`config.mk`:
```
export PLATFORM = sky130hd
export DESIGN_NAME = ppsc_back
export DESIGN_NICKNAME = d
export VERILOG_FILES = /design/src/rtl/polygon_plane_side_classifier_unit_assert.svh /design/src/rtl/ppsc_pkg.sv /design/src/rtl/ppsc_back.sv
export SDC_FILE = /design/constraint.sdc
export NUM_CORES = 1
export LEC_CHECK = 0
export BUFFER_PORTS_ARGS = -buffer_cell sky130_fd_sc_hd__clkbuf_2
export CAP_MARGIN = 20
export CELL_PAD_IN_SITES_DETAIL_PLACEMENT = 0
export CELL_PAD_IN_SITES_GLOBAL_PLACEMENT = 1
export CORE_ASPECT_RATIO = 1.25
export CORE_MARGIN = 1.5
export CORE_UTILIZATION = 40
export CTS_CLUSTER_SIZE = 40
export DETAILED_ROUTE_END_ITERATION = 12
export PLACE_DENSITY_LB_ADDON = 0.1
export SLEW_MARGIN = 5
export SYNTH_ARGS = -nofsm -noshare
export SYNTH_HDL_FRONTEND = slang
export SYNTH_SLANG_ARGS = --single-unit
```
`constraint.sdc`:
```
create_clock -name clock -period 6.6 [get_ports clock]
set_input_delay 0.33 -clock clock [delete_from_list [all_inputs] [get_ports clock]]
set_output_delay 0.33 -clock clock [all_outputs]
set_load 0.02 [all_outputs]
```
`src/rtl/polygon_plane_side_classifier_unit_assert.svh`:
```
// assertion macros for the polygon plane side classifier
// used by the top level; no other dependencies
`ifndef POLYGON_PLANE_SIDE_CLASSIFIER_UNIT_ASSERT_SVH
`define POLYGON_PLANE_SIDE_CLASSIFIER_UNIT_ASSERT_SVH

// antecedent implies consequent in the same cycle
`define PPSC_ASSERT_IMPLY(label, clk, rst, ante, cons) \
   label: assert property (@(posedge clk) disable iff (rst) (ante) |-> (cons)) \
      else $error("ppsc implication check failed");

// condition holds at every clock edge
`define PPSC_ASSERT_ALWAYS(label, clk, rst, cond) \
   label: assert property (@(posedge clk) disable iff (rst) (cond)) \
      else $error("ppsc invariant check failed");

`endif

```
`src/rtl/ppsc_pkg.sv`:
```
// shared types, codes and reset values of the polygon plane side classifier
// no dependencies
`timescale 1ns / 1ps

package ppsc_pkg;

   localparam int DIST_W = 40;
   localparam int ADDR_W = 5;
   localparam int DATA_W = 32;

   // register indexes
   localparam logic [2:0] REG_NORMAL_X   = 3'd0;
   localparam logic [2:0] REG_NORMAL_Y   = 3'd1;
   localparam logic [2:0] REG_NORMAL_Z   = 3'd2;
   localparam logic [2:0] REG_OFFSET     = 3'd3;
   localparam logic [2:0] REG_KIND       = 3'd4;
   localparam logic [2:0] REG_CHOP       = 3'd5;
   localparam logic [2:0] REG_MIN_SPLIT  = 3'd6;
   localparam logic [2:0] REG_MAX_SPLIT  = 3'd7;

   // plane kinds
   localparam logic [1:0] KIND_AXIAL_X = 2'd0;
   localparam logic [1:0] KIND_AXIAL_Y = 2'd1;
   localparam logic [1:0] KIND_AXIAL_Z = 2'd2;
   localparam logic [1:0] KIND_SLOPED  = 2'd3;

   // side codes
   localparam logic [1:0] SIDE_AHEAD  = 2'd0;
   localparam logic [1:0] SIDE_BEHIND = 2'd1;
   localparam logic [1:0] SIDE_CROSS  = 2'd2;

   // reset values
   localparam logic [31:0] RST_NORMAL_X  = 32'h4000_0000;
   localparam logic [31:0] RST_NORMAL_Y  = 32'h0;
   localparam logic [31:0] RST_NORMAL_Z  = 32'h0;
   localparam logic [31:0] RST_OFFSET    = 32'h0;
   localparam logic [1:0]  RST_KIND      = KIND_SLOPED;
   localparam logic [30:0] RST_CHOP      = 31'd4;
   localparam logic [30:0] RST_MIN_SPLIT = 31'd4;
   localparam logic [30:0] RST_MAX_SPLIT = 31'd4096;

   typedef struct packed {
      logic signed [31:0] point_x;
      logic signed [31:0] point_y;
      logic signed [31:0] point_z;
      logic               last_point;
   } req_type;

   typedef struct packed {
      logic [1:0] side;
      logic       near_split;
   } rsp_type;

   typedef struct packed {
      logic signed [31:0] normal_x;
      logic signed [31:0] normal_y;
      logic signed [31:0] normal_z;
      logic signed [31:0] plane_offset;
      logic [1:0]         plane_kind;
      logic [30:0]        chop_margin;
      logic [30:0]        min_split_margin;
      logic [30:0]        max_split_margin;
   } cfg_type;

   typedef struct packed {
      logic signed [DIST_W-1:0] distance;
      logic                     last_point;
   } entry_type;

   typedef struct packed {
      logic s1_valid;
      logic s2_valid;
   } front_status_type;

endpackage

```
`src/rtl/ppsc_back.sv`:
```
// back part: running extremes, classification and result register
// depends on ppsc_pkg
`timescale 1ns / 1ps

module ppsc_back (
   input  logic                 clock,
   input  logic                 reset,
   input  ppsc_pkg::cfg_type    cfg,
   input  ppsc_pkg::entry_type  head,
   input  logic                 not_empty,
   output logic                 pop,
   output logic                 rsp_valid,
   input  logic                 rsp_ready,
   output ppsc_pkg::rsp_type    rsp_payload
);

   localparam int W = ppsc_pkg::DIST_W;

   logic signed [W-1:0] front_ff, front_in, back_ff, back_in;
   logic signed [W-1:0] front_new, back_new;
   logic signed [W-1:0] chop_e, min_e, max_e;
   logic                rsp_valid_ff, rsp_valid_in;
   ppsc_pkg::rsp_type   rsp_ff, rsp_in, verdict;

   assign pop = not_empty && (!rsp_valid_ff || rsp_ready);

   assign front_new = (head.distance > front_ff) ? head.distance : front_ff;
   assign back_new  = (head.distance < back_ff)  ? head.distance : back_ff;

   assign chop_e = {{(W-31){1'b0}}, cfg.chop_margin};
   assign min_e  = {{(W-31){1'b0}}, cfg.min_split_margin};
   assign max_e  = {{(W-31){1'b0}}, cfg.max_split_margin};

   always_comb begin
      priority if (front_new <= chop_e) begin
         verdict.side       = ppsc_pkg::SIDE_BEHIND;
         verdict.near_split = (front_new > min_e) || (back_new > -max_e);
      end else if (back_new >= -chop_e) begin
         verdict.side       = ppsc_pkg::SIDE_AHEAD;
         verdict.near_split = (back_new < -min_e) || (front_new < max_e);
      end else begin
         verdict.side       = ppsc_pkg::SIDE_CROSS;
         verdict.near_split = (front_new < max_e) || (back_new > -max_e);
      end
   end

   always_comb begin
      front_in     = front_ff;
      back_in      = back_ff;
      rsp_in       = rsp_ff;
      rsp_valid_in = rsp_valid_ff && !rsp_ready;
      if (pop) begin
         if (head.last_point) begin
            front_in     = '0;
            back_in      = '0;
            rsp_in       = verdict;
            rsp_valid_in = 1'b1;
         end else begin
            front_in = front_new;
            back_in  = back_new;
         end
      end
   end

   always_ff @(posedge clock) begin
      if (reset) begin
         front_ff     <= '0;
         back_ff      <= '0;
         rsp_valid_ff <= 1'b0;
      end else begin
         front_ff     <= front_in;
         back_ff      <= back_in;
         rsp_valid_ff <= rsp_valid_in;
      end
   end

   always_ff @(posedge clock) begin
      rsp_ff <= rsp_in;
   end

   assign rsp_valid   = rsp_valid_ff;
   assign rsp_payload = rsp_ff;

endmodule

```
Word level (Yosys, flattened, before mapping)
Cells that the tools add are included.
{"block": "totals", "inputBits": 268, "regBits": 84}
{"block": "op_classes", "n_addsub": 3, "reduce_logical": 9, "magnitude_cmp": 8, "muxes": 8}
{"cell": "40-bit 2-to-1 mux", "count": 4}
{"cell": "31-bit negation with 40-bit output", "count": 3}
{"cell": "40-bit greater-than comparator", "count": 2}
{"cell": "40-bit < comparator", "count": 2}
{"cell": "40-bit >= comparator", "count": 1}
{"cell": "40-bit by 32-bit greater-than comparator with 1-bit output", "count": 1}
{"cell": "40-bit by 32-bit less-or-equal comparator with 1-bit output", "count": 1}
{"cell": "40-bit by 32-bit < comparator with 1-bit output", "count": 1}
{"cell": "1-bit logical OR", "count": 4}
{"cell": "1-bit 2-to-1 mux", "count": 3}
{"cell": "3-bit 2-to-1 mux", "count": 1}
{"cell": "1-bit logical AND", "count": 2}
{"cell": "1-bit logical NOT", "count": 2}
{"cell": "2-bit AND reduction", "count": 1}

Depth between registers and ports, before layout
{"block": "logic_depth", "depth_word": 6, "depth_mapped": 25, "ltp_nobuf": 24}

Least setup slack after synthesis
Ideal clock, no wire load.
{"block": "synth_timing", "kind": "register to register", "start": "register back_ff[11]", "end": "register rsp_ff, in the netlist rsp_payload[0], data pin", "stages_incl_launch_ff": 24, "required_time_ns": 6.338, "t_arrival_ns": 5.054, "n_path_buf": 1, "path_slack_ns": 1.283, "path_cell_list": "dfxtp_1 -> inv_1 -> ha_1 -> and3_1 -> a221o_1 -> a21oi_2 -> o21a_2 -> o211ai_1 -> o21ai_2 -> clkbuf_1 -> mux2_2 -> ha_1 -> nand4_1 -> nor2_1 -> nand3_1 -> or3_1 -> nor4_1 -> nand2_1 -> a211oi_1 -> nor3_1 -> mux2i_1 -> and3b_1 -> o32ai_1 -> a21oi_1"}
{"item": "start, declared", "line_no": "ppsc_back.sv:19", "rtl": "logic signed [W-1:0] front_ff, front_in, back_ff, back_in;"}
{"item": "start signal, assigned", "line_no": "ppsc_back.sv:72", "rtl": "back_ff <= back_in;"}
{"item": "end signal, assigned", "line_no": "ppsc_back.sv:78", "rtl": "rsp_ff <= rsp_in;"}
{"item": "end, declared", "line_no": "ppsc_back.sv:23", "rtl": "ppsc_pkg::rsp_type rsp_ff, rsp_in, verdict;"}

==> flow_metrics.tcl <==
set metrics [dict create \
    status "complete, no violations" \
    drt-met1-wl_mm 20.1 \
    startpoint_type "flip-flop" \
    drc 0 \
    placed_cells 2206 \
    core_sq_mm 0.0310 \
    area_delta_synth_final_pct 15.2 \
    hold_path_class "in -> reg" \
    pre_cts_ws_ns 0.271 \
    htree_levels 3 \
    postLayoutCellArea_sq_mm 0.0146 \
    cts_tree "done" \
    synth_compound_area_frac 0.221 \
    highest_layer "met4" \
    cpPeakStageDelay_ns 0.51 \
    firstDrtPassIters 5 \
    synth_top_flop_cell "dfxtp_1" \
    worstPathMaxFanout 28 \
    numPortBuffers 142 \
    yosysUniqueCellTypes 75 \
    synthSimpleGateAreaFrac 0.194 \
    maxSlewViolCount 0 \
    fillers 3238 \
    vias_per_cell 5.62 \
    crit_family "simple AND/OR/NAND/NOR gates" \
    hold_viol_final 0 \
    async_reset_ff_frac 0 \
    syn_nets 2185 \
    instances_no_fill 2222 \
    drt_iter0_drc 625 \
    synth_edf_count 3 \
    fin_crit_sh 0.937 \
    synth_commonest_cells "288 x ha_1, 189 x inv_1, 150 x nor2_1" \
    post-cts-setup-buffers 0 \
    cp-end-kind "flip-flop" \
    clock_path_buffers 2 \
    synthXorXnorAreaFrac 0.0589 \
    wl_per_cell_microns 20.1 \
    required_ns 6.74 \
    die_area_sq_mm 0.0327 \
    power.density_mw_per_mm2 146 \
    ys_ff_latch 84 \
    nets 2366 \
    synth_most_common_cell "ha_1" \
    clk_latency_ns 0.39 \
    vdd_ir_drop_max_mv 0.0966 \
    max_freq_ghz 0.162 \
    yosys_warnings 0 \
    vias 12500 \
    cp_slowest_cell "or3_1" \
    avgSynthCellArea_sq_um 7.76 \
    finalSetupViolations 0 \
    ios 273 \
    dp_hpwl_mm 37.3 \
    syn_inst 1629 \
    timing.final.ws_setup_ns 0.416 \
    diodes 0 \
    start_util 0.408 \
    crit_type "reg -> reg" \
    synth_top_area_frac 0.285 \
    path_cells "inv_1 > ha_1 > nand4_1 > nor3_1 > a211oi_1 > o22ai_1 > a211oi_4 > o21ai_4 > buf_6 > mux2_2 > ha_1 > nand3_1 > or3_1 > nor4_1 > buf_4 > nand2_1 > a211oi_1 > nor3_1 > mux2i_1 > and3b_1 > o32ai_1 > a21oi_1" \
    tightest_slew_ns 1.03 \
    grt_pass1_wl_mm 69.8 \
    cap_violations 0 \
    utilization 0.470 \
    detailroute.wirelength.met3_mm 1.45 \
    critPathBufInv 3 \
    netlist_area_sq_mm 0.0126 \
    synth.area.mux_share 0.0344 \
    power.leakage_nw 6.98 \
    yosys.area_share.adder 0.286 \
    dpl_cell_area_sq_mm 0.0143 \
    clk_pin_slew_ns 0.07 \
    finalClockSkew_ns 0.00582 \
    grt_pass1_vias 12400 \
    min_period_ns 6.18 \
    synth_top_family_by_area "adder cells" \
    rsz0062_at_grt "no" \
    antenna_found_initial 0 \
    arrival_ns 6.32 \
    rows 72 \
    ant_nets 0 \
    drive_gt1_frac 0.156 \
    grt_max_degree 82 \
    grtUsageTotal 0.280 \
    gp_congestion 0.931 \
    cts.sinks 84 \
    hold_buffers 0 \
    fp.dieH_microns 202 \
    synth_area_leader_cell "ha_1" \
    cts_buffers 9 \
    slew_headroom 0.310 \
    yosysSeqAreaShare 0.135 \
    met2_length_mm 21.6 \
    cts_root_buffer "clkbuf_16" \
    fin_tns_setup_ns 0 \
    grt-ovfl-total 0 \
    synth_area_leaders "ha_1 29%, dfxtp_1 13%, inv_1 5.6%, xnor2_1 5.5%, a21o_1 5.0%" \
    fp.dieW_microns 162 \
    drt_wl_total_mm 44.6 \
]
## routing by layer
layer,GRT usage,vias up
met4,0.111,0
met2,0.495,268
met5,0,-
met3,0.0173,50
met1,0.352,5823
li1,-,6337
## final cells by class
| type | count | area [sq um] | area share |
|---|---|---|---|
| clock inverter | 6 | 50.0 | 0.00344 |
| timing repair buffer | 214 | 1250 | 0.0862 |
| multi-input combinational | 1311 | 10100 | 0.692 |
| tap | 407 | 509 | 0.0350 |
| inverter | 190 | 713 | 0.0490 |
| clock buffer | 10 | 250 | 0.0172 |
| sequential | 84 | 1710 | 0.118 |
## final timing paths
kind | depth (start not counted) | slack [ns] | end | from
hold / removal | 3 | 0.25 | rsp_valid | rsp_ready
setup reg to reg | 22 | 0.42 | rsp_payload[0] | back_ff[25]
setup / recovery | 22 | 0.42 | rsp_payload[0] | back_ff[25]
hold reg to reg | 2 | 0.51 | front_ff[11] | front_ff[11]
## state kept, by name (all words and copies together) (netlist names)
signal / count
back_ff: 40
front_ff: 40
rsp_valid: 1
rsp_payload: 3
## power breakdown
group	leakage (nW)	switching [W]	internal (W)
sequential	0.686	0.0000139	0.000532
clock	0.141	0.000270	0.000283
combinational	6.15	0.000600	0.000423
total	6.98	0.000884	0.00124
## logic make-up (layout without fill, tap and decap cells)
logic type / count (synthesis) / in the layout
flops: 84 / 84
mux: 39 / 39
simple gates: 494 / 494
compound gates: 404 / 404
xor+xnor: 85 / 85
buf+inv: 234 / 420
fa+ha+maj: 289 / 289
## cells in the final DEF (no fill, tap or decap), types with 10 or more instances in the layout
| cell | netlist | layout |
|---|---|---|
| ha_1 | 288 | 288 |
| inv_1 | 189 | 189 |
| nor2_1 | 150 | 148 |
| clkbuf_2 | 0 | 141 |
| nand2_1 | 95 | 94 |
| a21o_1 | 84 | 84 |
| dfxtp_1 | 81 | 81 |
| xnor2_1 | 80 | 80 |
| a22oi_1 | 78 | 78 |
| buf_4 | 0 | 71 |
| a21oi_1 | 69 | 69 |
| o21ai_0 | 68 | 68 |
| nand4_1 | 62 | 62 |
| nor4_1 | 52 | 52 |
| nor3_1 | 35 | 35 |
| mux2_2 | 35 | 35 |
| nand3_1 | 28 | 28 |
| o21a_1 | 26 | 26 |
| nor2b_1 | 17 | 17 |
| a211oi_1 | 14 | 14 |
| o211ai_1 | 12 | 12 |
| and4_1 | 10 | 10 |
| clkbuf_16 | 0 | 10 |
## what timing repair did
item,in CTS,in global routing
hold endpoints to repair,0,0
resized for setup,0,1
setup endpoints to repair,0,1
## stage by stage
step	power (W)	hold slack, ns
after floorplan	0.00119	0.473
after global placement	0.00156	0.490
after detailed placement	0.00157	0.499
after CTS	0.00214	0.233
after global routing	0.00228	0.282
final	0.00212	0.248
## tightest hold or removal path: cells and delay by family
kind,cells,cell delay (ns)
AO/OA/AOI/OAI,1,0.07
AND/OR/NAND/NOR,1,0.12
buffers and inverters,1,0.07
No activity file was read; power rests on OpenSTA's default activity.
