===== src/rtl/polygon_plane_side_classifier_unit_assert.svh =====
// assertion macros for the polygon plane side classifier
// used by the top level; no other dependencies
`ifndef POLYGON_PLANE_SIDE_CLASSIFIER_UNIT_ASSERT_SVH
`define POLYGON_PLANE_SIDE_CLASSIFIER_UNIT_ASSERT_SVH

// antecedent implies consequent in the same cycle
`define PPSC_ASSERT_IMPLY(label, clk, rst, ante, cons) \
   label: assert property (@(posedge clk) disable iff (rst) (ante) |-> (cons)) \
      else $error("ppsc implication check failed");

// condition holds at every clock edge
`define PPSC_ASSERT_ALWAYS(label, clk, rst, cond) \
   label: assert property (@(posedge clk) disable iff (rst) (cond)) \
      else $error("ppsc invariant check failed");

`endif


===== src/rtl/ppsc_pkg.sv =====
// shared types, codes and reset values of the polygon plane side classifier
// no dependencies
`timescale 1ns / 1ps

package ppsc_pkg;

   localparam int DIST_W = 40;
   localparam int ADDR_W = 5;
   localparam int DATA_W = 32;

   // register indexes
   localparam logic [2:0] REG_NORMAL_X   = 3'd0;
   localparam logic [2:0] REG_NORMAL_Y   = 3'd1;
   localparam logic [2:0] REG_NORMAL_Z   = 3'd2;
   localparam logic [2:0] REG_OFFSET     = 3'd3;
   localparam logic [2:0] REG_KIND       = 3'd4;
   localparam logic [2:0] REG_CHOP       = 3'd5;
   localparam logic [2:0] REG_MIN_SPLIT  = 3'd6;
   localparam logic [2:0] REG_MAX_SPLIT  = 3'd7;

   // plane kinds
   localparam logic [1:0] KIND_AXIAL_X = 2'd0;
   localparam logic [1:0] KIND_AXIAL_Y = 2'd1;
   localparam logic [1:0] KIND_AXIAL_Z = 2'd2;
   localparam logic [1:0] KIND_SLOPED  = 2'd3;

   // side codes
   localparam logic [1:0] SIDE_AHEAD  = 2'd0;
   localparam logic [1:0] SIDE_BEHIND = 2'd1;
   localparam logic [1:0] SIDE_CROSS  = 2'd2;

   // reset values
   localparam logic [31:0] RST_NORMAL_X  = 32'h4000_0000;
   localparam logic [31:0] RST_NORMAL_Y  = 32'h0;
   localparam logic [31:0] RST_NORMAL_Z  = 32'h0;
   localparam logic [31:0] RST_OFFSET    = 32'h0;
   localparam logic [1:0]  RST_KIND      = KIND_SLOPED;
   localparam logic [30:0] RST_CHOP      = 31'd4;
   localparam logic [30:0] RST_MIN_SPLIT = 31'd4;
   localparam logic [30:0] RST_MAX_SPLIT = 31'd4096;

   typedef struct packed {
      logic signed [31:0] point_x;
      logic signed [31:0] point_y;
      logic signed [31:0] point_z;
      logic               last_point;
   } req_type;

   typedef struct packed {
      logic [1:0] side;
      logic       near_split;
   } rsp_type;

   typedef struct packed {
      logic signed [31:0] normal_x;
      logic signed [31:0] normal_y;
      logic signed [31:0] normal_z;
      logic signed [31:0] plane_offset;
      logic [1:0]         plane_kind;
      logic [30:0]        chop_margin;
      logic [30:0]        min_split_margin;
      logic [30:0]        max_split_margin;
   } cfg_type;

   typedef struct packed {
      logic signed [DIST_W-1:0] distance;
      logic                     last_point;
   } entry_type;

   typedef struct packed {
      logic s1_valid;
      logic s2_valid;
   } front_status_type;

endpackage


===== src/rtl/ppsc_csr.sv =====
// apb-style configuration registers of the classifier
// depends on ppsc_pkg
`timescale 1ns / 1ps

module ppsc_csr (
   input  logic                         clock,
   input  logic                         reset,
   input  logic                         psel,
   input  logic                         penable,
   input  logic                         pwrite,
   input  logic [ppsc_pkg::ADDR_W-1:0]  paddr,
   input  logic [ppsc_pkg::DATA_W-1:0]  pwdata,
   output logic [ppsc_pkg::DATA_W-1:0]  prdata,
   output logic                         pready,
   output ppsc_pkg::cfg_type            cfg
);

   ppsc_pkg::cfg_type cfg_ff, cfg_in;
   logic              wr_en;
   logic [2:0]        reg_sel;

   assign wr_en   = psel && penable && pwrite;
   assign reg_sel = paddr[4:2];
   assign pready  = 1'b1;
   assign cfg     = cfg_ff;

   always_comb begin
      cfg_in = cfg_ff;
      if (wr_en) begin
         unique case (reg_sel)
            ppsc_pkg::REG_NORMAL_X:  cfg_in.normal_x         = pwdata;
            ppsc_pkg::REG_NORMAL_Y:  cfg_in.normal_y         = pwdata;
            ppsc_pkg::REG_NORMAL_Z:  cfg_in.normal_z         = pwdata;
            ppsc_pkg::REG_OFFSET:    cfg_in.plane_offset     = pwdata;
            ppsc_pkg::REG_KIND:      cfg_in.plane_kind       = pwdata[1:0];
            ppsc_pkg::REG_CHOP:      cfg_in.chop_margin      = pwdata[30:0];
            ppsc_pkg::REG_MIN_SPLIT: cfg_in.min_split_margin = pwdata[30:0];
            ppsc_pkg::REG_MAX_SPLIT: cfg_in.max_split_margin = pwdata[30:0];
         endcase
      end
   end

   always_comb begin
      unique case (reg_sel)
         ppsc_pkg::REG_NORMAL_X:  prdata = cfg_ff.normal_x;
         ppsc_pkg::REG_NORMAL_Y:  prdata = cfg_ff.normal_y;
         ppsc_pkg::REG_NORMAL_Z:  prdata = cfg_ff.normal_z;
         ppsc_pkg::REG_OFFSET:    prdata = cfg_ff.plane_offset;
         ppsc_pkg::REG_KIND:      prdata = {30'd0, cfg_ff.plane_kind};
         ppsc_pkg::REG_CHOP:      prdata = {1'b0, cfg_ff.chop_margin};
         ppsc_pkg::REG_MIN_SPLIT: prdata = {1'b0, cfg_ff.min_split_margin};
         ppsc_pkg::REG_MAX_SPLIT: prdata = {1'b0, cfg_ff.max_split_margin};
      endcase
   end

   always_ff @(posedge clock) begin
      if (reset) begin
         cfg_ff.normal_x         <= ppsc_pkg::RST_NORMAL_X;
         cfg_ff.normal_y         <= ppsc_pkg::RST_NORMAL_Y;
         cfg_ff.normal_z         <= ppsc_pkg::RST_NORMAL_Z;
         cfg_ff.plane_offset     <= ppsc_pkg::RST_OFFSET;
         cfg_ff.plane_kind       <= ppsc_pkg::RST_KIND;
         cfg_ff.chop_margin      <= ppsc_pkg::RST_CHOP;
         cfg_ff.min_split_margin <= ppsc_pkg::RST_MIN_SPLIT;
         cfg_ff.max_split_margin <= ppsc_pkg::RST_MAX_SPLIT;
      end else begin
         cfg_ff <= cfg_in;
      end
   end

endmodule


===== config.mk =====
export PLATFORM = sky130hd
export DESIGN_NAME = ppsc_csr
export DESIGN_NICKNAME = d
export VERILOG_FILES = /design/src/rtl/polygon_plane_side_classifier_unit_assert.svh /design/src/rtl/ppsc_pkg.sv /design/src/rtl/ppsc_csr.sv
export SDC_FILE = /design/constraint.sdc
export NUM_CORES = 1
export LEC_CHECK = 0
export BUFFER_PORTS_ARGS = -buffer_cell sky130_fd_sc_hd__buf_2
export CAP_MARGIN = 20
export CORE_AREA = 5 5 162 164
export DETAILED_ROUTE_END_ITERATION = 10
export DIE_AREA = 0 0 167 169
export GPL_TIMING_DRIVEN = 0
export PLACE_DENSITY = 0.63
export SLEW_MARGIN = 30
export SYNTH_ARGS = -nofsm -noshare
export SYNTH_HDL_FRONTEND = slang
export SYNTH_SLANG_ARGS = --single-unit

===== constraint.sdc =====
create_clock -name clock -period 2.1 [get_ports clock]
set_input_delay 0.525 -clock clock [delete_from_list [all_inputs] [get_ports clock]]
set_output_delay 0.525 -clock clock [all_outputs]
set_load 0.005 [all_outputs]

; ---- After elaboration in Yosys (flattened, before gate mapping)
; Index checks and enable logic that the tools add are counted.
; Widths: inputs -> output; s select.
[totals]
reg_bits = 223
latchBits = 0
mem_bits_rw = 0
mem_bits_ro = 0
inputBits = 42
out_inout_bits = 256
word_cells = 27
n_memories = 0
[op_classes]
addsub = 0
multipliers = 0
div = 0
order_cmp = 0
eq_ne = 7
n_shift = 0
mux = 1
bitwise_logic = 0
reduce_logical = 11
[op_table]
columns = operator, count
row1 = $pmux 32 s8, 1
row2 = $reduce_and 2->1, 8
row3 = $eq 3x3->1 const B, 4
row4 = $eq 3x2->1 const B, 2
row5 = $eq 3x1->1 const B, 1
row6 = $logic_not 3->1, 1
row7 = $logic_and 1x1->1, 2

; ---- Logic depth before layout (Yosys ltp)
; Gate-level depths: netlist of run 1.
[logic_depth]
ltp_word = 3
ltp_mapped = 7
ltp_nobuf = 4

; ---- Worst setup path after synthesis of run 1
; OpenSTA, ideal clock, no wires.
[synth_path]
path_kind = in2out
from = input paddr[4] (netlist name)
to = output prdata[11] (netlist name)
t_arrival_ns = 1.514
t_required_ns = 1.575
path_slack_ns = 0.061
cell_stages = 5
path_buffers = 3
cell_sequence = buf_2 > or3_1 > clkbuf_1 > buf_2 > o22a_1
[synth_via]
elab_chain_len = 2
word_cells_on_any_way = 9
[synth_lines]
columns = element, line_no
row1 = from (decl), ppsc_csr.sv:11  ; input logic [ppsc_pkg::ADDR_W-1:0] paddr,
row2 = "$eq 3x3->1, or another cell as far along", ppsc_csr.sv:44  ; unique case (reg_sel)
row3 = $pmux 32 s8 *, ppsc_csr.sv:44
row4 = to (decl), ppsc_csr.sv:13  ; output logic [ppsc_pkg::DATA_W-1:0] prdata,
; Every way passes the cells marked *; elsewhere a longest branch is shown, timed or not.

; ---- Worst setup path after layout of run 1
[layout_path]
from = input paddr[4] (netlist name)
to = output prdata[7] (netlist name)
; Same word-level chain as after synthesis.

==> impl_metrics.json, run 1 <==
{
  "outcome": "finished, violations left",
  "violations": "negative setup slack",
  "ys_seq_elements": 223,
  "cp-start-kind": "input pin",
  "wl_per_cell_microns": 23.9,
  "viasPerCell": 5.54,
  "fp-row-count": 58,
  "r2r_start": "cfg[93]",
  "fp.dieW_microns": 167,
  "fp.dieArea_sq_mm": 0.0282,
  "dp.final_hpwl_microns": 31700,
  "syn_area_sq_mm": 0.00965,
  "gp_congestion": 0.914,
  "power_per_cell_area_mw_per_mm2": 720,
  "grt_pass1_vias": 10400,
  "drtIter0Drc": 962,
  "cts.clk_slew.worst_paths_ps": 60,
  "worstMarginPinSlew_ps": 927,
  "ys.warnings.count": 0,
  "cts_tree": "done",
  "power_uw": 9690,
  "grt_max_degree": 14,
  "largest_reg_flops": 223,
  "setup_viol": 32,
  "io_pins": 298,
  "hold_class": "input pin to flop",
  "dpl.cell_count": 1901,
  "hold_viol_final": 0,
  "io_buffers": 290,
  "mostFrequentLayoutCells": "nand2_1, buf_2, a21oi_1",
  "antenna_found_initial": 1,
  "nets": 1669,
  "path_max_fanout": 10,
  "track_usage_pct": 31.7,
  "worstPathRequired_ps": 1570,
  "place_area_sq_mm": 0.0115,
  "fin_tns_setup_ps": -4680,
  "ctsHoldBuffers": 0,
  "vias": 10900,
  "ctsLongestPathBuffers": 3,
  "finClkSkew_ps": 0,
  "cts_root_buffer": "clkbuf_16",
  "synth_edf_count": 0,
  "rsz0062_at_grt": "yes",
  "cts_buffers": 26,
  "synth_ff_type": "dfxtp_1",
  "syn-num-nets": 1323,
  "area_growth_pct": 39.5,
  "period_share_pct": 109,
  "fmaxAchievable_mhz": 435,
  "synth.avg_cell_area_sq_um": 7.53,
  "async_reset_ff_share_pct": 0,
  "cp.arrival_ps": 1770,
  "worst_skew_pair.late_latency_ps": 530,
  "layout_commonest_cell": "nand2_1",
  "ys_types": 38,
  "place_ws_ps": -888,
  "drive_gt1_share_pct": 31.2,
  "wl_microns": 47300,
  "cap_violations": 0,
  "stdcell_count": 1977,
  "diodes": 0,
  "grt_remaining_overflow": 0,
  "core_region_area_sq_mm": 0.0247,
  "grt_pass1_wl_microns": 67800,
  "dr.pass1.iters": 5,
  "drc": 0,
  "power_leakage_uw": 0.00573,
  "finalInstanceArea_sq_mm": 0.0135,
  "worst_setup_path_end_kind": "primary output",
  "finalCriticalPeriod_ps": 2300,
  "peakVddDrop_v": 0.000557,
  "worstSetupStartpoint": "paddr[4]",
  "fillers": 2398,
  "setup_ws_ps": -197,
  "hold_path_startpoint": "pwdata[31]",
  "dieHeight_microns": 169,
  "drtAntennaViolNets": 0,
  "cts_max_level": 1,
  "seq_area_frac_synth_pct": 46.3,
  "critPathKind": "input pin to primary output",
  "start_util_pct": 39.0,
  "synth_cells": 1281,
  "cts.sinks": 223,
  "slew_headroom_pct": 38.2,
  "slew_viol_final": 0
}
cell type report:
type                       count  area [sq um]  share of cell area [%]
buffer                       103           812                    6.03
clock buffer                  40           743                    5.52
clock inverter                 8          76.3                   0.567
inverter                      11          43.8                   0.325
multi-input combinational    943          5070                    37.7
sequential                   223          4470                    33.2
tap                          330           413                    3.07
timing repair buffer         319          1830                    13.6
path summary, 6_finish.rpt:
check	slack [ps]	to	cells past startpoint
max	-200	prdata[7]	7
min	270	cfg[126]	3
max reg2reg	1300	cfg[93]	3
min reg2reg	470	cfg[197]	2
per-stage QoR:
stage	utilization, %	hold WS (ps)
after global routing	54.4	266
after floorplan	-	461
after detailed placement	46.5	460
after global placement	46.5	452
final	54.4	271
after CTS	53.9	260
power breakdown:
part	internal (uW)	switching (uW)	leakage, uW
sequential	4260	28.4	0.00180
combinational	367	617	0.00352
clock	2560	1850	0.000405
total	7190	2500	0.00573
critical path, stage by stage:
cell	delay (ps)
buf_8	110
buf_6	130
or3_4	470
buf_12	190
nor2_2	130
a211oi_2	70
buf_2	140
synthesized netlist by cell type (all sizes together), types with 11 or more instances:
cell     count  area share, %
nand2      459             18
a21oi      234             12
dfxtp      223             46
buf         63            3.5
nor2        59            2.4
mux2i       46            4.8
clkbuf      42            1.6
nor2b       26            1.7
o22ai       21            1.4
a221oi      14            1.3
o21ai       14           0.73
o2bb2ai     14            1.3
inv         11           0.43
logic make-up after synthesis:
logic type,Yosys count,share of synthesized area [%]
other cells,1,0.0389
compound gates,317,18.4
flops,223,46.3
mux,56,6.06
buf+inv,116,5.54
simple gates,568,23.7
routing by layer:
metal	wire length [microns]	GRT usage, %	up-vias
met4	2550	15.0	2
met2	21100	49.9	723
met5	7	0	-
li1	-	-	4965
met1	18200	40.6	5114
met3	5430	8.62	145
repair_timing:
action	CTS	global route
cloned	7	1
resized for setup	178	28
setup endpoints to repair	32	32
setup buffers	20	3
pin swaps	32	18
Note: power is estimated with default switching activity, not from simulation.
==> run 2, diff against run 1 <==
Clock period 2.1 ns to 2.4 ns, I/O delays scaled along.
==> run 2 against run 1 <==
Net effect: the flow still finishes with violations (negative setup slack); utilization down 1.5 points; sequential power down 13%; power down 13%; routed wire length down 2.0%; count of clock-buffer cells in the layout unchanged; sequential share of layout area up 0.90 points; combinational power down 18%; flip-flop and latch count unchanged; setup slack better by 180 ps; critical endpoint is now prdata[13]; final cell count down 0.56%; global-route usage down 0.76 points.
==> impl_metrics.json, run 2 (synthesized netlist as in run 1, its figures left out) <==
{
  "gp_congestion": 0.914,
  "slew_viol_final": 0,
  "period_share_pct": 101,
  "antenna_found_initial": 3,
  "cts_buffers": 26,
  "finalInstanceArea_sq_mm": 0.0131,
  "rsz0062_at_grt": "yes",
  "critPathKind": "input pin to primary output",
  "final_util_pct": 52.9,
  "violations": "negative setup slack",
  "dp.final_hpwl_microns": 31700,
  "track_usage_pct": 31.0,
  "io_buffers": 290,
  "worst_setup_path_end_kind": "primary output",
  "layout_commonest_cell": "nand2_1",
  "worstSetupStartpoint": "paddr[4]",
  "slew_headroom_pct": 39.9,
  "fmaxAchievable_mhz": 414,
  "worstMarginPinSlew_ps": 901,
  "grt_pass1_wl_microns": 65900,
  "hold_class": "input pin to flop",
  "path_max_fanout": 10,
  "finClkSkew_ps": 0,
  "finalCriticalPeriod_ps": 2410,
  "peakVddDrop_v": 0.000480,
  "place_area_sq_mm": 0.0115,
  "io_pins": 298,
  "r2r_start": "cfg[93]",
  "ctsLongestPathBuffers": 3,
  "viasPerCell": 5.51,
  "regToRegSetupSlack_ps": 1620,
  "power_per_cell_area_mw_per_mm2": 642,
  "area_growth_pct": 35.7,
  "drtIter0Drc": 1040,
  "fp.dieArea_sq_mm": 0.0282,
  "diodes": 0,
  "cts.sinks": 223,
  "cap_violations": 0,
  "cts_root_buffer": "clkbuf_16",
  "fp-row-count": 58,
  "drtAntennaViolNets": 0,
  "drc": 0,
  "mostFrequentLayoutCells": "nand2_1, buf_2, a21oi_1",
  "dieHeight_microns": 169,
  "hold_path_startpoint": "pwdata[31]",
  "setup_viol": 3,
  "grt_max_degree": 14,
  "cp-start-kind": "input pin",
  "ctsHoldBuffers": 0,
  "wl_per_cell_microns": 23.6,
  "grt_pass1_vias": 10100,
  "cts.clk_slew.worst_paths_ps": 60,
  "fp.dieW_microns": 167,
  "grt_remaining_overflow": 0,
  "drive_gt1_share_pct": 28.7,
  "setup_ws_ps": -14.1,
  "power_leakage_uw": 0.00558,
  "cts_max_level": 1,
  "nets": 1658,
  "cp.arrival_ps": 1810,
  "wl_microns": 46300,
  "worst_skew_pair.late_latency_ps": 530,
  "dr.pass1.iters": 5,
  "worstPathRequired_ps": 1800,
  "vias": 10800,
  "largest_reg_flops": 223,
  "hold_viol_final": 0,
  "outcome": "finished, violations left",
  "cts_tree": "done",
  "start_util_pct": 39.0,
  "core_region_area_sq_mm": 0.0247
}
-- run 2: cell count changes in the layout (fill, tap and decap cells not counted), moves of 5 or more --
cell      before  now
nor2_1        37   48
nor2_4         8    1
buf_4         19    9
a221oi_1       0    5
-- run 2: critical path: stages --
cell and delay (ps):
buf_8 100, buf_6 120, or3_4 450, buf_12 180, o22a_1 210, buf_2 130
-- run 2: final cells by class --
| class | instances | area (sq um) |
|---|---|---|
| buffer | 103 | 786 |
| timing repair buffer | 308 | 1690 |
| multi-input combinational | 943 | 4870 |
| inverter | 11 | 43.8 |
| fill | 2425 | 11700 |
| tap | 330 | 413 |
| sequential | 223 | 4460 |
| clock inverter | 8 | 76.3 |
| clock buffer | 40 | 743 |
-- run 2: power breakdown --
group	total (uW)	switching, uW	internal [uW]	leakage (uW)
clock	3850	1610	2240	0.000405
sequential	3750	24.0	3730	0.00180
combinational	803	514	289	0.00338
-- run 2: path summary, 6_finish.rpt --
kind | endpoint | cells after the start
worst max-delay path | prdata[13] | 6
worst min-delay path | cfg[190] | 3
worst max register to register | cfg[93] | 3
worst min register to register | cfg[197] | 2
-- run 2: routing by layer --
layer | wire [microns] | vias to the layer above | global-route usage [%]
met2 | 20600 | 667 | 49.4
met3 | 5420 | 146 | 9.13
met5 | 34 | - | 0
met4 | 2320 | 6 | 12.5
li1 | - | 4952 | -
met1 | 17900 | 5052 | 39.5
-- run 2: repair_timing --
item / 4_1_cts / 5_1_grt
pin swaps: 11 / 17
gates resized for setup: 118 / 36
buffers inserted: 9 / 3
setup endpoints to repair: 32 / 27
cloned: 5 / 2
-- run 2: metrics by stage --
stage | setup TNS, ps | instances | setup slack (ps) | hold WS, ps | total power (uW)
2_1_floorplan | 0 | 1281 | 211 | 461 | 4130
3_3_place_gp | -16860 | 1901 | -675 | 452 | 4470
3_5_place_dp | -17610 | 1901 | -738 | 460 | 4480
4_1_cts | -21.3 | 1962 | -16.4 | 335 | 8370
5_1_grt | -218 | 1966 | -42.2 | 334 | 8600
6_report | -33.7 | 1966 | -14.1 | 347 | 8400
