<file path="src/rtl/polygon_plane_side_classifier_unit_assert.svh">
// assertion macros for the polygon plane side classifier
// used by the top level; no other dependencies
`ifndef POLYGON_PLANE_SIDE_CLASSIFIER_UNIT_ASSERT_SVH
`define POLYGON_PLANE_SIDE_CLASSIFIER_UNIT_ASSERT_SVH

// antecedent implies consequent in the same cycle
`define PPSC_ASSERT_IMPLY(label, clk, rst, ante, cons) \
   label: assert property (@(posedge clk) disable iff (rst) (ante) |-> (cons)) \
      else $error("ppsc implication check failed");

// condition holds at every clock edge
`define PPSC_ASSERT_ALWAYS(label, clk, rst, cond) \
   label: assert property (@(posedge clk) disable iff (rst) (cond)) \
      else $error("ppsc invariant check failed");

`endif

</file>
<file path="src/rtl/ppsc_pkg.sv">
// shared types, codes and reset values of the polygon plane side classifier
// no dependencies
`timescale 1ns / 1ps

package ppsc_pkg;

   localparam int DIST_W = 40;
   localparam int ADDR_W = 5;
   localparam int DATA_W = 32;

   // register indexes
   localparam logic [2:0] REG_NORMAL_X   = 3'd0;
   localparam logic [2:0] REG_NORMAL_Y   = 3'd1;
   localparam logic [2:0] REG_NORMAL_Z   = 3'd2;
   localparam logic [2:0] REG_OFFSET     = 3'd3;
   localparam logic [2:0] REG_KIND       = 3'd4;
   localparam logic [2:0] REG_CHOP       = 3'd5;
   localparam logic [2:0] REG_MIN_SPLIT  = 3'd6;
   localparam logic [2:0] REG_MAX_SPLIT  = 3'd7;

   // plane kinds
   localparam logic [1:0] KIND_AXIAL_X = 2'd0;
   localparam logic [1:0] KIND_AXIAL_Y = 2'd1;
   localparam logic [1:0] KIND_AXIAL_Z = 2'd2;
   localparam logic [1:0] KIND_SLOPED  = 2'd3;

   // side codes
   localparam logic [1:0] SIDE_AHEAD  = 2'd0;
   localparam logic [1:0] SIDE_BEHIND = 2'd1;
   localparam logic [1:0] SIDE_CROSS  = 2'd2;

   // reset values
   localparam logic [31:0] RST_NORMAL_X  = 32'h4000_0000;
   localparam logic [31:0] RST_NORMAL_Y  = 32'h0;
   localparam logic [31:0] RST_NORMAL_Z  = 32'h0;
   localparam logic [31:0] RST_OFFSET    = 32'h0;
   localparam logic [1:0]  RST_KIND      = KIND_SLOPED;
   localparam logic [30:0] RST_CHOP      = 31'd4;
   localparam logic [30:0] RST_MIN_SPLIT = 31'd4;
   localparam logic [30:0] RST_MAX_SPLIT = 31'd4096;

   typedef struct packed {
      logic signed [31:0] point_x;
      logic signed [31:0] point_y;
      logic signed [31:0] point_z;
      logic               last_point;
   } req_type;

   typedef struct packed {
      logic [1:0] side;
      logic       near_split;
   } rsp_type;

   typedef struct packed {
      logic signed [31:0] normal_x;
      logic signed [31:0] normal_y;
      logic signed [31:0] normal_z;
      logic signed [31:0] plane_offset;
      logic [1:0]         plane_kind;
      logic [30:0]        chop_margin;
      logic [30:0]        min_split_margin;
      logic [30:0]        max_split_margin;
   } cfg_type;

   typedef struct packed {
      logic signed [DIST_W-1:0] distance;
      logic                     last_point;
   } entry_type;

   typedef struct packed {
      logic s1_valid;
      logic s2_valid;
   } front_status_type;

endpackage

</file>
<file path="src/rtl/ppsc_queue.sv">
// small register fifo of distance words between front and back parts
// depends on ppsc_pkg
`timescale 1ns / 1ps

module ppsc_queue #(
   parameter int DEPTH = 4
) (
   input  logic                        clock,
   input  logic                        reset,
   input  logic                        push,
   input  ppsc_pkg::entry_type         push_entry,
   input  logic                        pop,
   output ppsc_pkg::entry_type         head,
   output logic                        not_empty,
   output logic [$clog2(DEPTH+1)-1:0]  level
);

   localparam int PTR_W = $clog2(DEPTH);
   localparam int CNT_W = $clog2(DEPTH + 1);
   localparam logic [PTR_W-1:0] LAST_PTR = PTR_W'(DEPTH - 1);

   ppsc_pkg::entry_type entries_ff [DEPTH];
   logic [PTR_W-1:0]    wr_ptr_ff, wr_ptr_in, rd_ptr_ff, rd_ptr_in;
   logic [CNT_W-1:0]    count_ff, count_in;

   always_comb begin
      wr_ptr_in = wr_ptr_ff;
      rd_ptr_in = rd_ptr_ff;
      count_in  = count_ff;
      if (push) begin
         wr_ptr_in = (wr_ptr_ff == LAST_PTR) ? '0 : wr_ptr_ff + 1'b1;
      end
      if (pop) begin
         rd_ptr_in = (rd_ptr_ff == LAST_PTR) ? '0 : rd_ptr_ff + 1'b1;
      end
      if (push && !pop) begin
         count_in = count_ff + 1'b1;
      end else if (pop && !push) begin
         count_in = count_ff - 1'b1;
      end
   end

   always_ff @(posedge clock) begin
      if (reset) begin
         wr_ptr_ff <= '0;
         rd_ptr_ff <= '0;
         count_ff  <= '0;
      end else begin
         wr_ptr_ff <= wr_ptr_in;
         rd_ptr_ff <= rd_ptr_in;
         count_ff  <= count_in;
      end
   end

   always_ff @(posedge clock) begin
      if (push) begin
         entries_ff[wr_ptr_ff] <= push_entry;
      end
   end

   assign head      = entries_ff[rd_ptr_ff];
   assign not_empty = (count_ff != '0);
   assign level     = count_ff;

endmodule

</file>
<file path="config.mk">
export PLATFORM = sky130hd
export DESIGN_NAME = ppsc_queue
export DESIGN_NICKNAME = d
export VERILOG_FILES = /design/src/rtl/polygon_plane_side_classifier_unit_assert.svh /design/src/rtl/ppsc_pkg.sv /design/src/rtl/ppsc_queue.sv
export SDC_FILE = /design/constraint.sdc
export NUM_CORES = 1
export LEC_CHECK = 0
export BUFFER_PORTS_ARGS = -buffer_cell sky130_fd_sc_hd__buf_2
export CELL_PAD_IN_SITES_DETAIL_PLACEMENT = 2
export CELL_PAD_IN_SITES_GLOBAL_PLACEMENT = 2
export CORE_MARGIN = 2
export CORE_UTILIZATION = 35
export DETAILED_ROUTE_END_ITERATION = 8
export PLACE_DENSITY = 0.73
export RECOVER_POWER = 100
export SKIP_LAST_GASP = 1
export SLEW_MARGIN = 20
export SYNTH_ARGS = -nofsm -noshare
export SYNTH_HDL_FRONTEND = slang
export SYNTH_SLANG_ARGS = --single-unit
</file>
<file path="constraint.sdc">
create_clock -name clock -period 2.4 [get_ports clock]
set_input_delay 0.72 -clock clock [delete_from_list [all_inputs] [get_ports clock]]
set_output_delay 0.72 -clock clock [all_outputs]
set_load 0.1 [all_outputs]
</file>
== After elaboration in Yosys (flattened, before gate mapping) ==
Memory sizes are Yosys's and may differ from the RTL's. A register that Yosys moved wholly into a read port is not among the register bits.
Index checks and enable logic that the tools add are counted.
Word-level totals
  register bits after elaboration: 7
  bits in writable memories: 164
  bits of input ports: 45
  memories: 1
Cells by class
  $add $sub $neg: 4
  equality and inequality tests: 2
  muxes and demuxes: 8
  reduce and logical (&&, ||, !) cells: 6
Memories
  entries_ff: depth 4, bits a word 41, rd ports 1, clocked after Yosys merged registers in 1, write ports 1, line ppsc_queue.sv:22  | ppsc_pkg::entry_type entries_ff [DEPTH];
Operators by type and width (count)
  two-way mux 2 bit: 4
  two-way mux 3 bit: 2
  adder 2 x 1 -> 2 bit, second input constant: 2
  equality test 2 bit, second input constant: 2
  adder 3 x 1 -> 3 bit, second input constant: 1
  nonzero test 3 bit: 1
  subtractor 3 x 1 -> 3 bit, second input constant: 1
  logical AND 1 bit: 2
  logical NOT 1 bit: 2
  two-way mux 1 bit: 2
  nonzero test 2 bit: 1

== Longest topological paths before layout ==
Gate-level depths: netlist of run 1.
  word-level depth: 4
  mapped depth: 7
  depth with buffers taken out: 7

== Least setup slack after synthesis of run 1 ==
No wires, ideal clock.
  path kind: register -> output
  start point: register count_ff[0], in the netlist level[0]
  end point: output not_empty
  data arrival time: 1815 ps
  slack: -135 ps
  stages on the path, launching flop included: 2
  buffers on the path: 0
  cells stage by stage: dfxtp_1 -> or3_1
On the way
  cells in the longest elaborated chain, start to end: 1
RTL lines
  start, declared: line ppsc_queue.sv:24  | logic [CNT_W-1:0] count_ff, count_in;
  start signal, assigned: line ppsc_queue.sv:51  | count_ff <= count_in;
  nonzero test 3 bit: line ppsc_queue.sv:62  | assign not_empty = (count_ff != '0);
  end, declared: line ppsc_queue.sv:14  | output logic not_empty,
No other way between the ends.

==> results.txt, run 1 <==
status - finished, violations left
most frequent cells in the layout - edfxtp_1, clkbuf_1, mux4_2, buf_6
Num CTS Buffers - 17
Post-Layout Inst Area - 0.00791 mm²
Seq cells post-synth - 173
Tot GR Track Use - 14.6%
syn_area_per_cell - 24.8 µm²
peak supply drop - 0.512 mV
Compound-Gate Fraction of Synth Area - 0.235%
crit start category - register
Clock H-tree levels - 4
Place WS - 145 ps
MaxCap Viol Count - 0
skew final - 10.0 ps
Synth area leaders - edfxtp_1, mux4_2, dfxtp_1
syn_nets - 310
placed insts - 576
max-slew violations - 0
Synth top area share - 76.9%
worst slew pin tran - 1290 ps
global-route wire length before repair - 20.7 mm
WP buf/inv - 3
DP HPWL - 7.97 mm
Port Buffers - 89
sequence of cells on the critical path - buf_12 > clkbuf_16 > mux4_2 > buf_6
Pint - 5.35 mW
Die W - 139 µm
later-pin clock latency in the skew report - 420 ps
Finished Layout Cells - 611
Crit-path slowest cell - mux4_2
Post-Synth Adder-Cell Area - 1.49%
initial DRC count - 110
Hold Crit Class - register to register
main combinational cell family by area after synthesis - multiplexers
I/O pins - 90
power per cell area - 958 mW/mm²
Sw Pwr - 2.22 mW
die area - 0.0194 mm²
Avg WL per Cell - 21.8 µm
library cells used by synthesis - 19
diode count - 0
area leader, netlist - edfxtp_1
starting density of the core - 35.6%
largest net degree at the start of global routing - 42
layout cells sized above 1 - 35.1%
Clk pwr share - 34.4%
Slew HR - 14.3%
xor/xnor share of the synthesized area - 0.274%
sequential element share of the synthesized area - 79.7%
Post-layout nets - 421
Max Buffers Root-to-Sink - 2
Final setup viols - 40
Sw Ratio - 29.4%
TNS Setup - -3900 ps
violated checks - setup timing
Fmax achieved - 0.394 GHz
Yosys Warn Count - 0
number of global-route vias before repair - 3469
post-DR vias/cell - 4.88
Reg clk slew, reported paths - 60 ps
RSZ-0062 raised after global routing - yes
Post-Synth Simple-Gate Area - 1.11%
Placer Congestion - 0.686
crit path DAT - 1820 ps
GRT Residual Overflow - 0
first-pass iteration count of the detailed router - 4
Cell Area, Synth - 0.00640 mm²
mux cell area share after synthesis - 15.1%
CP top delay family - multiplexers
kind of critical path - register to output port
DIE HEIGHT - 139 µm
worst setup margin - -137 ps
Residual DRC - 0
# hold bufs at CTS - 0
most common cell after layout, fill and taps aside - edfxtp_1
Comb power frac - 19.3%
final core occ - 44.0%
Core Area - 0.0180 mm²
Post-DRT Antenna Nets - 0
worst endpoint required time - 1680 ps
Largest stage delay, worst path - 530 ps
CP Capture Type - output port
final wirelength - 13.3 mm
period utilisation layout - 106%
number of hold violations in the final report - 0
sequential power share - 46.3%
antenna violations before repair - 0
placed inst area - 0.00719 mm²
Area Overhead vs Synth - 23.5%
Synth Instances - 258
CTS tree - done
FP Rows - 49
Pleak - 2.62 nW
Root Driver - clkbuf_16
crit path max fanout - 7
total vias in the final route - 2980
Final min period - 2540 ps
Clock Sinks - 173
==> sequential cells by signal, summed over array words and instances, names as in the netlist, named ones only <==
name	count
entries_ff	164
level	3
rd_ptr_ff	2
wr_ptr_ff	2
==> cell usage after synthesis <==
cell type	count
mux4_2	40
inv_1	4
buf_12	4
nor3b_1	1
buf_1	1
buf_6	1
fa_1	1
or3_1	2
a21oi_1	2
ha_1	6
and2_1	4
xor2_1	2
mux2i_1	4
edfxtp_1	164
dfxtp_1	9
mux4_1	1
buf_2	4
nor2_1	7
o21ai_0	1
==> tightest hold or removal path, delay by kind of cell, from the launching register on <==
kind / cells / cell delay [ps]
flops: 1 / 330
compound gates: 2 / 150
==> routing by layer <==
layer / wire length [µm] / global-route usage [%]
met1: 5630 / 17.6
met3: 512 / 4.40
met2: 7070 / 25.2
met4: 102 / 4.31
met5: 0 / 0
==> per-stage QoR <==
step           hold slack, ps  total power, mW
3_3_place_gp              486             4.90
5_1_grt                   538             7.84
3_5_place_dp              521             4.94
4_1_cts                   492             7.67
6_report                  534             7.57
2_1_floorplan             492             4.66
==> kinds of logic after synthesis <==
| kind of cell | after synthesis |
|---|---|
| AO/OA/AOI/OAI | 3 |
| XOR/XNOR | 2 |
| adder cells (fa/ha/maj) | 7 |
| buffers and inverters | 14 |
| flip-flops | 173 |
| multiplexers | 45 |
| AND/OR/NAND/NOR | 14 |
==> power groups by stage <==
stage / sequential, mW / clock, mW / combinational, mW
floorplan: 3.61 / 0 / 1.05
global placement: 3.55 / 0 / 1.35
CTS: 3.51 / 2.68 / 1.48
global route: 3.52 / 2.80 / 1.52
detailed placement: 3.57 / 0 / 1.37
finish: 3.51 / 2.61 / 1.46
==> layout make-up <==
cell class / instances / area, µm²
Timing Repair Buffer: 102 / 772
Sequential cell: 173 / 5110
Clock inverter: 14 / 125
Multi-Input combinational cell: 71 / 1170
Fill cell: 1676 / 10100
Clock buffer: 18 / 429
Tap cell: 229 / 287
Inverter: 4 / 15.0
==> path summary, 6_finish.rpt <==
path	start	endpoint	slack [ps]	cells after the start
worst max-delay path	register	head[2]	-140	4
worst min register to register	level[2]$_SDFFE_PP0P_	level[2]$_SDFFE_PP0P_	530	2
worst min-delay path	level[2]$_SDFFE_PP0P_	level[2]$_SDFFE_PP0P_	530	2
worst max register to register	wr_ptr_ff[0]$_SDFFE_PP0P_	entries_ff[2][36]$_DFFE_PP_	290	4
==> what timing repair did <==
action,in CTS,in global routing
setup endpoints to repair,41,41
setup buffers,0,2
gates cloned,0,1
endpoints found under the hold margin,0,0
gates resized for setup,68,6
Power figures use the tool's default switching activity.
==> inputs of run 2 (changes only) <==
--- a/config.mk
+++ b/config.mk
@@ -8,6 +8,7 @@
 export BUFFER_PORTS_ARGS = -buffer_cell sky130_fd_sc_hd__buf_2
 export CELL_PAD_IN_SITES_DETAIL_PLACEMENT = 2
 export CELL_PAD_IN_SITES_GLOBAL_PLACEMENT = 2
+export CORE_ASPECT_RATIO = 1.5
 export CORE_MARGIN = 2
 export CORE_UTILIZATION = 35
 export DETAILED_ROUTE_END_ITERATION = 8
==> constraint.sdc (replaced) <==
create_clock -name clock -period 3.1 [get_ports clock]
set_input_delay 0.93 -clock clock [delete_from_list [all_inputs] [get_ports clock]]
set_output_delay 0.93 -clock clock [all_outputs]
set_load 0.1 [all_outputs]
==> run 2 against run 1 <==
Routed wire length is 4.1% lower. The flow finishes with violations (capacitance limit, slew limit). Flip-flop and latch count unchanged. Register-to-register slack improved by 280 ps. First-iteration DRC count rose by 26%. Highest routed layer is now met5. Clock skew is 3.0 ps lower. Sequential share of layout area rose by 2.0 points. Non-clock buffer count down 3. Sequential power decreased by 23%.
==> results.txt, run 2 (same netlist as run 1, synthesis figures left out) <==
Core Area - 0.0179 mm²
Die W - 114 µm
Clock H-tree levels - 4
Slew HR - -14.4%
power per cell area - 753 mW/mm²
crit path max fanout - 21
Area Overhead vs Synth - 19.8%
worst slew pin tran - 1710 ps
starting density of the core - 35.7%
CP Capture Type - output port
I/O pins - 90
Sw Ratio - 29.7%
number of global-route vias before repair - 3352
Final setup viols - 0
Post-Layout Inst Area - 0.00767 mm²
Crit-path slowest cell - mux4_1
skew final - 7.09 ps
number of hold violations in the final report - 0
MaxCap Viol Count - 3
Pleak - 2.52 nW
Post-CTS Setup Repair Bufs - 0
fill count - 1664
CTS tree - done
Root Driver - clkbuf_16
GRT Residual Overflow - 0
Residual DRC - 0
sequence of cells on the critical path - buf_12 > mux4_1 > clkbuf_2
Max Buffers Root-to-Sink - 2
post-DR vias/cell - 4.86
die area - 0.0194 mm²
# hold bufs at CTS - 0
peak supply drop - 0.295 mV
status - finished, violations left
placed inst area - 0.00716 mm²
Tot GR Track Use - 14.0%
Hold Crit Class - register to register
initial DRC count - 139
Final min period - 2900 ps
kind of critical path - register to output port
final core occ - 42.8%
final wirelength - 12.8 mm
DP HPWL - 8.41 mm
largest net degree at the start of global routing - 42
worst endpoint required time - 2170 ps
Pint - 4.06 mW
Most flops, register - entries_ff
crit start category - register
Largest stage delay, worst path - 580 ps
global-route wire length before repair - 19.6 mm
Clk pwr share - 35.4%
antenna violations before repair - 2
Reg clk slew, reported paths - 60 ps
RSZ-0062 raised after global routing - no
DIE HEIGHT - 170 µm
Placer Congestion - 0.673
Port Buffers - 89
TNS Setup - 0 ps
Comb power frac - 17.7%
Seq. cell area - 0.00511 mm²
first-pass iteration count of the detailed router - 4
most frequent cells in the layout - edfxtp_1, clkbuf_1, clkbuf_2, mux4_2, clkbuf_16
total vias in the final route - 2904
period utilisation layout - 93.7%
CP top delay family - buffers and inverters
most common cell after layout, fill and taps aside - edfxtp_1
Post-layout nets - 418
Fmax achieved - 0.344 GHz
Sw Pwr - 1.71 mW
Num CTS Buffers - 17
max-slew violations - 60
WP buf/inv - 2
Clock Sinks - 173
sequential power share - 46.9%
FP Rows - 60
Post-DRT Antenna Nets - 0
layout cells sized above 1 - 32.2%
area of the multi-input gates - 0.00117 mm²
Avg WL per Cell - 21.4 µm
crit path DAT - 1970 ps
Min Hold Slack - 515 ps
Largest register FFs - 164
violated checks - capacitance limit, slew limit
post-CTS resize count - 0
later-pin clock latency in the skew report - 420 ps
-- run 2: routing by layer --
metal	routed length (µm)	vias up	GRT usage, %
met5	16	-	0
li1	-	1299	-
met2	7030	58	25.0
met4	209	2	5.41
met1	5050	1529	15.8
met3	461	16	3.61
-- run 2: final cells by class --
cell class                 count  area share [%]
antenna                        1          0.0326
clock buffer                  18            5.59
clock inverter                14            1.86
inverter                       4           0.196
multi-input combinational     71            15.2
sequential                   173            66.6
tap                          217            3.54
timing repair buffer          99            6.96
-- run 2: tightest hold or removal path, cell delays in order (launching register included) --
cell and delay, ps:
dfxtp_1 330, o21ai_0 80, a21oi_1 60
-- run 2: path summary, 6_finish.rpt --
| kind | depth (start not counted) | endpoint | slack [ps] | startpoint |
|---|---|---|---|---|
| max reg2reg | 3 | entries_ff[3][27]$_DFFE_PP_ | 570 | wr_ptr_ff[0]$_SDFFE_PP0P_ |
| min | 2 | level[2]$_SDFFE_PP0P_ | 510 | level[2]$_SDFFE_PP0P_ |
| min reg2reg | 2 | level[2]$_SDFFE_PP0P_ | 510 | level[2]$_SDFFE_PP0P_ |
| max | 3 | head[24] | 200 | register |
-- run 2: stage by stage --
step	worst slack (ps)	instances	total power, mW
after floorplan	355	258	3.61
after global placement	681	564	3.79
after detailed placement	683	564	3.81
after CTS	232	596	5.87
after global routing	91.5	596	5.97
final	195	597	5.78
-- run 2: power groups by stage --
stage | clock network, mW | registers [mW] | logic (mW)
6_report | 2.04 | 2.71 | 1.02
5_1_grt | 2.18 | 2.72 | 1.07
4_1_cts | 2.10 | 2.71 | 1.05
3_5_place_dp | 0 | 2.76 | 1.05
3_3_place_gp | 0 | 2.75 | 1.04
2_1_floorplan | 0 | 2.80 | 0.808
==> inputs of run 3 (changes only) <==
--- a/config.mk
+++ b/config.mk
@@ -5,15 +5,16 @@
 export SDC_FILE = /design/constraint.sdc
 export NUM_CORES = 1
 export LEC_CHECK = 0
+export ABC_CLOCK_PERIOD_IN_PS = 3100
 export BUFFER_PORTS_ARGS = -buffer_cell sky130_fd_sc_hd__buf_2
 export CELL_PAD_IN_SITES_DETAIL_PLACEMENT = 2
 export CELL_PAD_IN_SITES_GLOBAL_PLACEMENT = 2
 export CORE_ASPECT_RATIO = 1.5
-export CORE_MARGIN = 2
 export CORE_UTILIZATION = 35
 export DETAILED_ROUTE_END_ITERATION = 8
 export PLACE_DENSITY = 0.73
 export RECOVER_POWER = 100
+export SETUP_SLACK_MARGIN = 0.5
 export SKIP_LAST_GASP = 1
 export SLEW_MARGIN = 20
 export SYNTH_ARGS = -nofsm -noshare
==> run 3 against run 2 <==
The flow still finishes with violations (capacitance limit, slew limit). Combinational power increased by 9.8%. Clock power increased by 4%. Worst hold slack improved by 44 ps. Utilization increased by 1.3 points. Global-route usage increased by 1.5 points. Sequential power about the same. Clock skew increased by 2.0 ps. Largest cell class unchanged.
==> results.txt, run 3 (same netlist as run 1, synthesis figures left out) <==
crit path DAT - 1970 ps
fill count - 1629
largest net degree at the start of global routing - 28
CTS tree - done
layout cells sized above 1 - 33.7%
MaxCap Viol Count - 1
Finished Layout Cells - 597
DP HPWL - 8.46 mm
TNS Setup - 0 ps
Avg WL per Cell - 22.6 µm
Post-DRT Antenna Nets - 0
Max Buffers Root-to-Sink - 2
GRT Residual Overflow - 0
Worst Reg-to-Reg Cells - 4
diode count - 0
status - finished, violations left
Num CTS Buffers - 17
Seq. cell area - 0.00511 mm²
max-slew violations - 20
Residual DRC - 0
worst flop-to-flop path endpoint - entries_ff[0][24]$_DFFE_PP_
Die W - 112 µm
first-pass iteration count of the detailed router - 4
worst slew pin tran - 1710 ps
crit start category - register
Post-CTS Setup Repair Bufs - 0
Hold Crit Class - register to register
Tot GR Track Use - 15.5%
R2R Setup Slk - 610 ps
crit path max fanout - 11
Clock Sinks - 173
power per cell area - 753 mW/mm²
Port Buffers - 89
Most flops, register - entries_ff
Largest register FFs - 164
final core occ - 44.0%
period utilisation layout - 93.4%
Reg clk slew, reported paths - 60 ps
peak supply drop - 0.348 mV
final wirelength - 13.5 mm
I/O pins - 90
post-DR vias/cell - 4.96
Area Overhead vs Synth - 23.4%
number of global-route vias before repair - 3446
hold depth - 2
DIE HEIGHT - 168 µm
initial DRC count - 152
number of hold violations in the final report - 0
Fmax achieved - 0.345 GHz
global-route wire length before repair - 20.6 mm
RSZ-0062 raised after global routing - yes
Placer Congestion - 0.650
area of the multi-input gates - 0.00117 mm²
Pleak - 2.60 nW
later-pin clock latency in the skew report - 420 ps
total vias in the final route - 2960
die area - 0.0188 mm²
worst r2r src - wr_ptr_ff[0]$_SDFFE_PP0P_
violated checks - capacitance limit, slew limit
kind of critical path - register to output port
worst hold endpoint - level[2]$_SDFFE_PP0P_
FP Rows - 60
Final min period - 2900 ps
skew final - 9.10 ps
CP Capture Type - output port
Root Driver - clkbuf_16
Core Area - 0.0179 mm²
starting density of the core - 35.7%
most frequent cells in the layout - edfxtp_1, clkbuf_1, mux4_2, buf_6, clkbuf_16
Clock H-tree levels - 4
worst endpoint required time - 2170 ps
worst hold start - level[2]$_SDFFE_PP0P_
placed insts - 564
# hold bufs at CTS - 0
Final setup viols - 0
Slew HR - -13.9%
most common cell after layout, fill and taps aside - edfxtp_1
Post-layout nets - 420
antenna violations before repair - 1
[run 3: power by group]
group	internal (mW)	switching [mW]	leakage (nW)
clock network	1.20	0.916	0.283
registers	2.67	0.0405	1.58
logic	0.282	0.838	0.735
total	4.16	1.79	2.60
[run 3: critical path: stages (launching register included)]
cell,delay (ps)
dfxtp_2,510
buf_16,200
mux4_2,530
clkbuf_4,300
[run 3: worst max path at each step]
stage	start	to	slack, ps	cells past startpoint
5_1_grt	register	head[4]	130	3
4_1_cts	register	head[24]	270	3
6_report	register	head[29]	200	3
3_5_place_dp	pop	level[2]$_SDFFE_PP0P_	650	8
3_3_place_gp	register	head[24]	700	3
2_1_floorplan	level[0]$_SDFFE_PP0P_	not_empty	580	1
[run 3: layout make-up]
class | count | area share, %
Clock buffer | 17 | 5.38
Tap cell | 217 | 3.44
Timing Repair Buffer | 101 | 9.57
Multi-Input combinational cell | 71 | 14.8
Sequential cell | 173 | 64.6
Inverter | 4 | 0.190
Clock inverter | 14 | 2.00
[run 3: what timing repair did]
item,in CTS,in global routing
cloned,0,2
gates resized for setup,41,40
endpoints found under the hold margin,0,0
endpoints found under the setup margin,41,41
[run 3: through the flow]
step	power, mW	hold slack [ps]	instance area [µm²]	setup WS [ps]
finish	5.95	559	7900	205
global route	6.15	577	7900	133
floorplan	3.61	492	6400	584
global placement	3.79	477	7150	697
detailed placement	3.82	552	7150	649
CTS	6.00	567	7840	273
[run 3: layer usage]
metal	track usage (%)	share of wire [%]	vias to the layer above
met5	0	0	-
met4	5.39	1.1	0
met3	3.98	2.9	8
met2	27.3	56	64
met1	18.2	40	1586
li1	-	-	1302
